<file path="config.mk">
export PLATFORM = sky130hd
export DESIGN_NAME = inverter_ready_to_drive_sequencer_top
export DESIGN_NICKNAME = d
export VERILOG_FILES = /design/src/rtl/rtdseq_pkg.sv /design/src/rtl/rtdseq_regs.sv /design/src/rtl/rtdseq_core.sv /design/src/rtl/inverter_ready_to_drive_sequencer_top.sv
export SDC_FILE = /design/constraint.sdc
export NUM_CORES = 1
export LEC_CHECK = 0
export BUFFER_PORTS_ARGS = -buffer_cell sky130_fd_sc_hd__buf_2
export CAP_MARGIN = 20
export CORE_AREA = 3 3 121 123
export CTS_CLUSTER_SIZE = 28
export DETAILED_ROUTE_END_ITERATION = 16
export DIE_AREA = 0 0 124 126
export GPL_TIMING_DRIVEN = 0
export PLACE_DENSITY = 0.79
export SYNTH_ARGS = -nofsm -noshare
export SYNTH_HDL_FRONTEND = slang
export SYNTH_SLANG_ARGS = --single-unit
export TNS_END_PERCENT = 5
</file>
<file path="constraint.sdc">
create_clock -name clk -period 9.8 [get_ports clk]
set_clock_uncertainty 0.2 [all_clocks]
set_input_delay 1.47 -clock clk [delete_from_list [all_inputs] [get_ports clk]]
set_output_delay 1.47 -clock clk [all_outputs]
set_load 0.005 [all_outputs]
</file>
<file path="src/rtl/rtdseq_pkg.sv">
// ----------------------------------------------------------------------------
// rtdseq_pkg
// Shared types and constants for the inverter ready-to-drive sequencer.
// ----------------------------------------------------------------------------
package rtdseq_pkg;

    // Engines whose status bits take part in the "any engine" reductions
    localparam int NUM_ENGINES = 4;
    localparam int ENGINE_BITS = 4;

    // Sequencer phase codes
    localparam logic [1:0] PH_OFF       = 2'd0;
    localparam logic [1:0] PH_PRECHARGE = 2'd1;
    localparam logic [1:0] PH_TS_READY  = 2'd2;
    localparam logic [1:0] PH_RUNNING   = 2'd3;

    // Configuration register indexes (word address bit 2)
    localparam logic REG_BRAKE_THRESHOLD  = 1'b0;
    localparam logic REG_SEND_INTERVAL_MS = 1'b1;

    localparam int PADDR_W = 3;
    localparam int PDATA_W = 32;

    localparam logic [6:0] BRAKE_THRESHOLD_RESET  = 7'd20;
    localparam logic [9:0] SEND_INTERVAL_MS_RESET = 10'd10;

    typedef struct packed {
        logic [ENGINE_BITS-1:0] ready_bits;
        logic [ENGINE_BITS-1:0] hv_on_bits;
        logic [ENGINE_BITS-1:0] hv_ack_bits;
        logic [ENGINE_BITS-1:0] inv_ack_bits;
        logic                   precharge_init_line;
        logic                   precharge_done_line;
        logic                   drive_request;
        logic [6:0]             brake_level;
        logic                   power_unit_ack;
        logic [31:0]            now_ms;
    } item_t;

    typedef struct packed {
        logic [1:0] phase;
        logic       send_now;
        logic       cmd_hv_on;
        logic       cmd_inverter_on;
        logic       cmd_enable;
        logic       pu_mode;
        logic       pu_request;
        logic       fault;
    } result_t;

    typedef struct packed {
        logic [6:0] brake_threshold;
        logic [9:0] send_interval_ms;
    } cfg_t;

    // True when any of the participating engine bits is set
    function automatic logic any_engine(input logic [ENGINE_BITS-1:0] bits);
        return |bits[NUM_ENGINES-1:0];
    endfunction

endpackage

</file>
<file path="src/rtl/rtdseq_regs.sv">
// ----------------------------------------------------------------------------
// rtdseq_regs
// APB-style configuration registers: brake threshold and send interval.
// ----------------------------------------------------------------------------
module rtdseq_regs (
    input  logic                          clk,
    input  logic                          rst_n,
    input  logic                          psel,
    input  logic                          penable,
    input  logic                          pwrite,
    input  logic [rtdseq_pkg::PADDR_W-1:0] paddr,
    input  logic [rtdseq_pkg::PDATA_W-1:0] pwdata,
    output logic [rtdseq_pkg::PDATA_W-1:0] prdata,
    output logic                          pready,
    output rtdseq_pkg::cfg_t              cfg
);

    logic [6:0] brake_threshold_reg;
    logic [9:0] send_interval_ms_reg;
    logic       wr_en;
    logic       reg_sel;

    assign pready  = 1'b1;
    assign wr_en   = psel & penable & pwrite;
    assign reg_sel = paddr[2];

    // Write the addressed register on the access cycle
    always_ff @(posedge clk or negedge rst_n)
    begin
        if (!rst_n)
        begin
            brake_threshold_reg  <= rtdseq_pkg::BRAKE_THRESHOLD_RESET;
            send_interval_ms_reg <= rtdseq_pkg::SEND_INTERVAL_MS_RESET;
        end
        else if (wr_en)
        begin
            unique case (reg_sel)
                rtdseq_pkg::REG_BRAKE_THRESHOLD:  brake_threshold_reg  <= pwdata[6:0];
                rtdseq_pkg::REG_SEND_INTERVAL_MS: send_interval_ms_reg <= pwdata[9:0];
                default: ;
            endcase
        end
    end

    // Read back the addressed register
    always_comb
    begin
        unique case (reg_sel)
            rtdseq_pkg::REG_BRAKE_THRESHOLD:
                prdata = {{(rtdseq_pkg::PDATA_W-7){1'b0}}, brake_threshold_reg};
            rtdseq_pkg::REG_SEND_INTERVAL_MS:
                prdata = {{(rtdseq_pkg::PDATA_W-10){1'b0}}, send_interval_ms_reg};
            default:
                prdata = '0;
        endcase
    end

    assign cfg.brake_threshold  = brake_threshold_reg;
    assign cfg.send_interval_ms = send_interval_ms_reg;

endmodule

</file>
<file path="src/rtl/rtdseq_core.sv">
// ----------------------------------------------------------------------------
// rtdseq_core
// Input register, phase sequencer with send timer, and result register.
// ----------------------------------------------------------------------------
module rtdseq_core (
    input  logic                 clk,
    input  logic                 rst_n,
    input  rtdseq_pkg::cfg_t     cfg,
    input  logic                 item_valid,
    output logic                 item_ready,
    input  rtdseq_pkg::item_t    item,
    output logic                 result_valid,
    input  logic                 result_ready,
    output rtdseq_pkg::result_t  result
);

    // Pipeline registers
    logic                s1_valid_reg;
    logic                s1_valid_next;
    rtdseq_pkg::item_t   s1_item_reg;
    logic                res_valid_reg;
    logic                res_valid_next;
    rtdseq_pkg::result_t res_reg;
    rtdseq_pkg::result_t res_next;

    // Sequencer state
    logic [1:0]  phase_reg;
    logic [1:0]  phase_next;
    logic        mark_reg;
    logic        mark_next;
    logic        fault_reg;
    logic        fault_next;
    logic [31:0] last_send_reg;
    logic [31:0] last_send_next;

    logic advance;
    logic accept;

    // Decoded item
    logic        ready;
    logic        hv_on;
    logic        hv_ack;
    logic        inv_ack;
    logic        init_line;
    logic        done_line;
    logic        drive;
    logic        ended;
    logic        failed;
    logic        may_send;
    logic        fault_cur;
    logic        dc_on;
    logic        inv_on;
    logic        enable;
    logic        mode;
    logic        req;
    logic        send;
    logic [31:0] elapsed;

    // Move an item forward when the result slot is free or being drained
    assign advance    = s1_valid_reg & (~res_valid_reg | result_ready);
    assign item_ready = ~s1_valid_reg | advance;
    assign accept     = item_valid & item_ready;

    assign s1_valid_next  = accept | (s1_valid_reg & ~advance);
    assign res_valid_next = advance | (res_valid_reg & ~result_ready);

    assign ready     = rtdseq_pkg::any_engine(s1_item_reg.ready_bits);
    assign hv_on     = rtdseq_pkg::any_engine(s1_item_reg.hv_on_bits);
    assign hv_ack    = rtdseq_pkg::any_engine(s1_item_reg.hv_ack_bits);
    assign inv_ack   = rtdseq_pkg::any_engine(s1_item_reg.inv_ack_bits);
    assign init_line = s1_item_reg.precharge_init_line;
    assign done_line = s1_item_reg.precharge_done_line;
    assign drive     = s1_item_reg.drive_request;

    // Step the phase sequencer for the held item
    always_comb
    begin
        phase_next = phase_reg;
        mark_next  = mark_reg;
        fault_cur  = (phase_reg == rtdseq_pkg::PH_OFF) ? 1'b0 : fault_reg;
        dc_on      = 1'b0;
        inv_on     = 1'b0;
        enable     = 1'b0;
        mode       = 1'b0;
        req        = 1'b0;
        may_send   = 1'b1;
        failed     = 1'b0;
        ended      = hv_ack & mark_reg & ~init_line & done_line;

        unique case (phase_reg)
            rtdseq_pkg::PH_OFF:
            begin
                mark_next = 1'b0;
                dc_on     = ready;
                if (!fault_cur && ready && hv_on && hv_ack && !init_line && !done_line
                    && !drive)
                begin
                    phase_next = rtdseq_pkg::PH_PRECHARGE;
                end
                else if (drive || fault_cur)
                begin
                    failed = 1'b1;
                end
            end
            rtdseq_pkg::PH_PRECHARGE:
            begin
                mark_next = 1'b1;
                dc_on     = 1'b1;
                if (!ready || drive)
                begin
                    failed = 1'b1;
                end
                else if (hv_ack && !init_line && done_line)
                begin
                    phase_next = rtdseq_pkg::PH_TS_READY;
                end
            end
            rtdseq_pkg::PH_TS_READY:
            begin
                dc_on  = 1'b1;
                inv_on = 1'b1;
                if (!ended || !ready)
                begin
                    failed = 1'b1;
                end
                else if (drive && (s1_item_reg.brake_level > cfg.brake_threshold))
                begin
                    mode = 1'b1;
                    req  = 1'b1;
                    if (s1_item_reg.power_unit_ack)
                    begin
                        enable = 1'b1;
                        if (inv_ack)
                        begin
                            phase_next = rtdseq_pkg::PH_RUNNING;
                        end
                    end
                end
            end
            rtdseq_pkg::PH_RUNNING:
            begin
                if (!inv_ack || !ended || !ready)
                begin
                    failed = 1'b1;
                end
                else if (!drive)
                begin
                    mode       = 1'b1;
                    phase_next = rtdseq_pkg::PH_OFF;
                end
                else
                begin
                    may_send = 1'b0;
                end
            end
            default: ;
        endcase

        // Drop setpoints and return to off on any failure
        fault_next = fault_cur;
        if (failed)
        begin
            fault_next = 1'b1;
            dc_on      = 1'b0;
            inv_on     = 1'b0;
            enable     = 1'b0;
            phase_next = rtdseq_pkg::PH_OFF;
        end
    end

    // Send once the interval has elapsed, modulo 2^32, unless running with drive held
    assign elapsed        = s1_item_reg.now_ms - last_send_reg;
    assign send           = may_send & (elapsed >= {22'd0, cfg.send_interval_ms});
    assign last_send_next = send ? s1_item_reg.now_ms : last_send_reg;

    always_comb
    begin
        res_next.phase           = phase_next;
        res_next.send_now        = send;
        res_next.cmd_hv_on       = dc_on;
        res_next.cmd_inverter_on = inv_on;
        res_next.cmd_enable      = enable;
        res_next.pu_mode         = mode;
        res_next.pu_request      = req;
        res_next.fault           = fault_next;
    end

    // Control and state registers
    always_ff @(posedge clk or negedge rst_n)
    begin
        if (!rst_n)
        begin
            s1_valid_reg  <= 1'b0;
            res_valid_reg <= 1'b0;
            phase_reg     <= rtdseq_pkg::PH_OFF;
            mark_reg      <= 1'b0;
            fault_reg     <= 1'b0;
            last_send_reg <= 32'd0;
        end
        else
        begin
            s1_valid_reg  <= s1_valid_next;
            res_valid_reg <= res_valid_next;
            if (advance)
            begin
                phase_reg     <= phase_next;
                mark_reg      <= mark_next;
                fault_reg     <= fault_next;
                last_send_reg <= last_send_next;
            end
        end
    end

    // Payload registers
    always_ff @(posedge clk)
    begin
        if (accept)
        begin
            s1_item_reg <= item;
        end
        if (advance)
        begin
            res_reg <= res_next;
        end
    end

    assign result_valid = res_valid_reg;
    assign result       = res_reg;

endmodule

</file>
<file path="src/rtl/inverter_ready_to_drive_sequencer_top.sv">
// ----------------------------------------------------------------------------
// inverter_ready_to_drive_sequencer_top
// Ready-to-drive sequencer for a set of drive inverters.
//
//   Channel  Signals                                   Direction  Payload
//   item     item_valid / item_ready / item            in         item_t
//   result   result_valid / result_ready / result      out        result_t
//   config   psel penable pwrite paddr pwdata prdata   in/out     two regs
//
// One update tick per clock while the result is not stalled: an accepted
// item is held in the input register, and its result is written into the
// result register once that register is free or being drained.
// A stalled result holds the result register; the input register keeps
// taking an item whenever its contents move on in the same cycle.
// Reset puts the sequencer in off with no fault and a last send time of zero.
// ----------------------------------------------------------------------------
module inverter_ready_to_drive_sequencer_top (
    input  logic                           clk,
    input  logic                           rst_n,
    input  logic                           psel,
    input  logic                           penable,
    input  logic                           pwrite,
    input  logic [rtdseq_pkg::PADDR_W-1:0] paddr,
    input  logic [rtdseq_pkg::PDATA_W-1:0] pwdata,
    output logic [rtdseq_pkg::PDATA_W-1:0] prdata,
    output logic                           pready,
    input  logic                           item_valid,
    output logic                           item_ready,
    input  rtdseq_pkg::item_t              item,
    output logic                           result_valid,
    input  logic                           result_ready,
    output rtdseq_pkg::result_t            result
);

    rtdseq_pkg::cfg_t cfg;

    rtdseq_regs u_regs (
        .clk     (clk),
        .rst_n   (rst_n),
        .psel    (psel),
        .penable (penable),
        .pwrite  (pwrite),
        .paddr   (paddr),
        .pwdata  (pwdata),
        .prdata  (prdata),
        .pready  (pready),
        .cfg     (cfg)
    );

    rtdseq_core u_core (
        .clk          (clk),
        .rst_n        (rst_n),
        .cfg          (cfg),
        .item_valid   (item_valid),
        .item_ready   (item_ready),
        .item         (item),
        .result_valid (result_valid),
        .result_ready (result_ready),
        .result       (result)
    );

`ifndef ASSERT_OFF
    // A raised fault always comes with the sequencer back in off
    a_fault_off: assert property (@(posedge clk) disable iff (!rst_n)
        result_valid && result.fault |-> result.phase == rtdseq_pkg::PH_OFF)
        else $error("fault raised outside off phase");

    // Drive enable only with the controller enable level and power unit request set
    a_enable_inv: assert property (@(posedge clk) disable iff (!rst_n)
        result_valid && result.cmd_enable |-> result.cmd_inverter_on && result.pu_request)
        else $error("drive enable without inverter on or request");

    // Controller enable only with high voltage activation set
    a_inv_hv: assert property (@(posedge clk) disable iff (!rst_n)
        result_valid && result.cmd_inverter_on |-> result.cmd_hv_on)
        else $error("inverter on without hv on");
`endif

endmodule

</file>
# Word-level counts from Yosys, hierarchy flattened
# Cells that the tools add are included.
# op_classes
addsub	1
order_cmp	2
eq_ne	3
n_mux	31
bitwise	22
n_reduce_logical	33
# op_table
op	n
32-bit case mux with 2 select lines	1
32-bit by 10-bit greater-or-equal comparator with 1-bit output	1
32-bit subtractor	1
2-bit 2-to-1 mux	10
4-bit OR reduction	5
1-bit 2-to-1 mux	15
1-bit bitwise AND	10
1-bit logical AND	9
1-bit NOT	8
2-bit case mux with 4 select lines	1
2-bit AND reduction	4
7-bit > comparator	1
1-bit logical NOT	7
1-bit case mux with 2 select lines	3
1-bit logical OR	5
2-bit == test, second input constant	2
1-bit OR	4
1-bit case mux with 4 select lines	1
2-bit by 1-bit == test with 1-bit output, second input constant	1
2-bit logical NOT	1
2-bit nonzero test	1
2-bit OR reduction	1
# totals
register_bits	123
inputBits	101
out_inout_bits	44

# Longest topological paths before layout
# depth
depth_word	12
ltp_mapped	19
mapped_depth_nobuf	18

# Cells and area by module
# From an unflattened synthesis, not the netlist that was laid out.
# hier_totals
hier_cells	667
area_unflattened_um2	7434.6
# by_module_without_submodules
module	n_inst	cells_each	area_per_inst_um2
rtdseq_core	1	595	6485.0
rtdseq_regs	1	72	949.7

# Worst setup path after synthesis
# Ideal clock, no wire load.
# synth_timing
kind	flip-flop to flip-flop
from	register u_core.last_send_reg[0]
to	register u_core.last_send_reg[10]
t_arrival_ns	3.638
required_time_ns	9.475
slack_ns	5.837
stages_incl_launch_ff	18
period_less_slack_ns	3.963
cell_sequence	dfrtp_1 > ha_1 > fa_1 > nand2b_1 > a21o_1 > a21oi_1 > xor2_1 > ha_1 > a21oi_1 > o21ai_0 > nand2_1 > o21ai_0 > a221oi_1 > and4_1 > nand4_1 > o311ai_4 > buf_6 > mux2_4
# synth_between
elab_chain_cells	4
# synth_lines
item	line_no	rtl
start: declaration	rtdseq_core.sv:33	logic [31:0] last_send_reg;
start signal: assignment	rtdseq_core.sv:209	last_send_reg <= last_send_next;
32-bit subtractor	rtdseq_core.sv:172	assign elapsed = s1_item_reg.now_ms - last_send_reg;
32-bit by 10-bit greater-or-equal comparator with 1-bit output	rtdseq_core.sv:173	assign send = may_send & (elapsed >= {22'd0, cfg.send_interval_ms});
1-bit bitwise AND	rtdseq_core.sv:173	
2-bit AND reduction (no line)	--	
# Every way passes these cells.
# A chain may end at the register's enable or synchronous reset.

# Worst setup path in the final report
# layout_timing
from	register u_core.last_send_reg[0]
to	register u_core.last_send_reg[15]
# Same word-level chain as after synthesis.

==> summary.md <==
| Metric | Value |
|---|---|
| Wire per inst | `about 15 um` |
| Place WS | `5.21 ns` |
| Number of buffers inserted by port buffering | `96` |
| Post-CTS Hold Buffers | `0` |
| Worst-Skew Late Latency | `between 0.4 and 0.5 ns` |
| Gr ovfl total | `0` |
| Setup TNS | `0 ns` |
| Antenna violations before repair | `0` |
| Final WL | `15,900 um` |
| Post-DP HPWL | `approximately 12,000 um` |
| Hold WC Path Type | `reg2reg` |
| Share of layout cells above drive strength 1 | `0.277` |
| Leak | `around 4 nW` |
| WHS | `roughly 0.28 ns` |
| Final setup viols | `0` |
| Placed inst area | `~8300 sq um` |
| RSZ-0062 raised after global routing | `false` |
| CP Buf/Inv Count | `1` |
| Final Power | `1.86 mW` |
| Die W | `roughly 120 um` |
| Fin. Hold Viols | `0` |
| Worst path max stage delay | `0.56 ns` |
| Boundary pin count | `145` |
| CTS Buf Count | `17` |
| Root Buffer | `clkbuf_16` |
| Final Critical Period | `roughly 4.6 ns` |
| Synth unique cells | `between 60 and 70` |
| Commonest non-fill, non-tap cell in the layout | `buf_2` |
| Syn_area_per_cell | `10.7 sq um` |
| Max IR drop VDD | `approximately 0.14 mV` |
| Fin area | `8890 sq um` |
| Predominant post-synthesis flop cell | `edfxtp_1` |
| CORE AREA | `13,800 sq um` |
| Worst slew pin tran | `approximately 0.70 ns` |
| Critical Path End Type | `flop` |
| Largest net degree at the start of global routing | `40` |
| Total GRT Usage | `0.214` |
| Max reg flops | `56` |
| CTS Buffer Depth | `2` |
| Die Height | `~130 um` |
| Via count | `about 5,500` |
| RePlAce Congestion | `0.910` |
| GR peak layer | `met2` |
| Post-CTS resize count | `0` |
| Postcts setup bufs | `0` |
| Critical path's slowest cell | `o311ai_4` |
| Fin. max-slew vios | `0` |
| Critical Path AT | `between 4 and 5 ns` |
| DRC | `0` |
| P&R area growth vs syn | `18.5%` |
| Startpoint types | `flop` |
| Vias in the first global route | `5,411` |
| Register area share after synthesis | `0.457` |
| Largest delay share family, worst path | `compound AO/OA/AOI/OAI gates` |
| Placed Cells | `999` |
| CP Class | `reg2reg` |
| Number of synthesized register bits | `123` |
| Max FO, Critical Path | `10` |
| Die area | `roughly 16,000 sq um` |
| Clock sinks | `~120` |
| Required time worst endpoint | `~9.9 ns` |
| Async set-reset flop share out of synthesis | `0.447` |
| Commonest cells after routing, fill and taps aside | `106 x buf_2, 68 x edfxtp_1, 60 x inv_1, 55 x a21oi_1` |
| Vias per cell | `5.37` |
| Power per cell area | `about 210 nW/um^2` |
| Layout Cells excl Fill | `slightly above 1,000` |
| First-pass GRT wire length | `~26,000 um` |
| Fmax | `between 200 and 250 MHz` |
| CTS clk-pin slew, worst paths | `0.06 ns` |
| Max H-tree Level | `4` |
| TritonRoute pass-1 iters | `4` |
| GR Layer Usage met1 | `0.280` |
| Mapped Area | `~7500 sq um` |
| Met3 Use GR | `0.0705` |
| Outcome | `completed` |
| Initial core utilization | `0.544` |
| TritonCTS clock tree | `done` |
| Post-DRT Antenna Nets | `0` |
| DRT iter0 DRCs | `slightly above 300` |
| MaxCap Viol Count | `0` |
| Post-synth EDFFs | `between 60 and 70` |
| Max_slew headroom | `0.530` |
| PnR worst setup slack | `~5.2 ns` |
| Diode count | `0` |
| Instance count of the mapped netlist | `700` |
| GR Layer Usage met2 | `0.340` |
| Synth warn | `0` |
| Final core utilization | `0.645` |
| Period utilization | `0.469` |
| Nets | `about 990` |
| Critical-path cell list | `ha_1 -> fa_1 -> nand2b_1 -> a21o_1 -> a21oi_1 -> xor2_1 -> ha_1 -> a21oi_1 -> o21ai_0 -> nand2_1 -> o21ai_0 -> a221oi_1 -> and4_1 -> nand4_1 -> o311ai_4 -> buf_6 -> mux2_4` |
| # rows | `43` |
==> worst paths after layout <==
| check | start | endpoint | slack [ns] | depth (start not counted) |
|---|---|---|---|---|
| min in group asynchronous | rst_n | u_core.last_send_reg[9] | 0.79 | 1 |
| max reg2reg | u_core.last_send_reg[0] | u_core.last_send_reg[15] | 5.20 | 17 |
| min reg2reg | u_core.fault_reg | u_core.fault_reg | 0.28 | 2 |
| max | u_core.last_send_reg[0] | u_core.last_send_reg[15] | 5.20 | 17 |
| min | u_core.fault_reg | u_core.fault_reg | 0.28 | 2 |
| max in group asynchronous | rst_n | u_regs.brake_threshold_reg[2] | 7.98 | 2 |
==> worst min-delay path: stages (launching register included) <==
cell     delay, ns
dfrtp_1       0.34
nand2_1       0.04
o21ai_0       0.06
==> cells by family (layout without fill, tap and decap cells) <==
logic type | after synthesis | count (layout) | synth area share
XOR/XNOR | 19 | 19 | 0.0222
other | 2 | 23 | 0.00100
AO/OA/AOI/OAI | 154 | 154 | 0.135
buffers and inverters | 109 | 239 | 0.0743
adder cells (fa/ha/maj) | 53 | 53 | 0.0895
flip-flops | 123 | 123 | 0.457
multiplexers | 53 | 53 | 0.0936
AND/OR/NAND/NOR | 187 | 187 | 0.127
==> synthesized netlist by cell type (all sizes together), types with 16 or more instances <==
| master | number | area, sq um |
|---|---|---|
| a21oi | 56 | 284 |
| o21ai | 32 | 160 |
| nand4 | 18 | 113 |
| nor3 | 16 | 96.4 |
| edfxtp | 68 | 2040 |
| dfrtp | 51 | 1280 |
| ha | 52 | 651 |
| nor2 | 32 | 120 |
| buf | 41 | 298 |
| nand2 | 52 | 195 |
| inv | 60 | 225 |
| mux2 | 50 | 672 |
==> where the power goes <==
| group | switching, mW | internal (mW) |
|---|---|---|
| Combinational | 0.333 | 0.266 |
| Sequential | 0.0363 | 0.621 |
| Clock | 0.230 | 0.373 |
| Total | 0.599 | 1.26 |
==> cell type report <==
cell class	instances	area (sq um)
clock inverter	11	124
inverter	60	225
timing repair buffer	98	520
fill	1181	4890
buffer	49	332
multi-input combinational	489	3600
sequential	123	3420
tap	180	225
clock buffer	21	440
==> metal layers <==
layer / vias to the layer above / wire length, um
li1: 2754 / -
met1: 2603 / 7070
met2: 152 / 7590
met3: 26 / 1020
met4: 0 / 258
met5: - / 0
No activity file was read; power rests on OpenSTA's default activity.
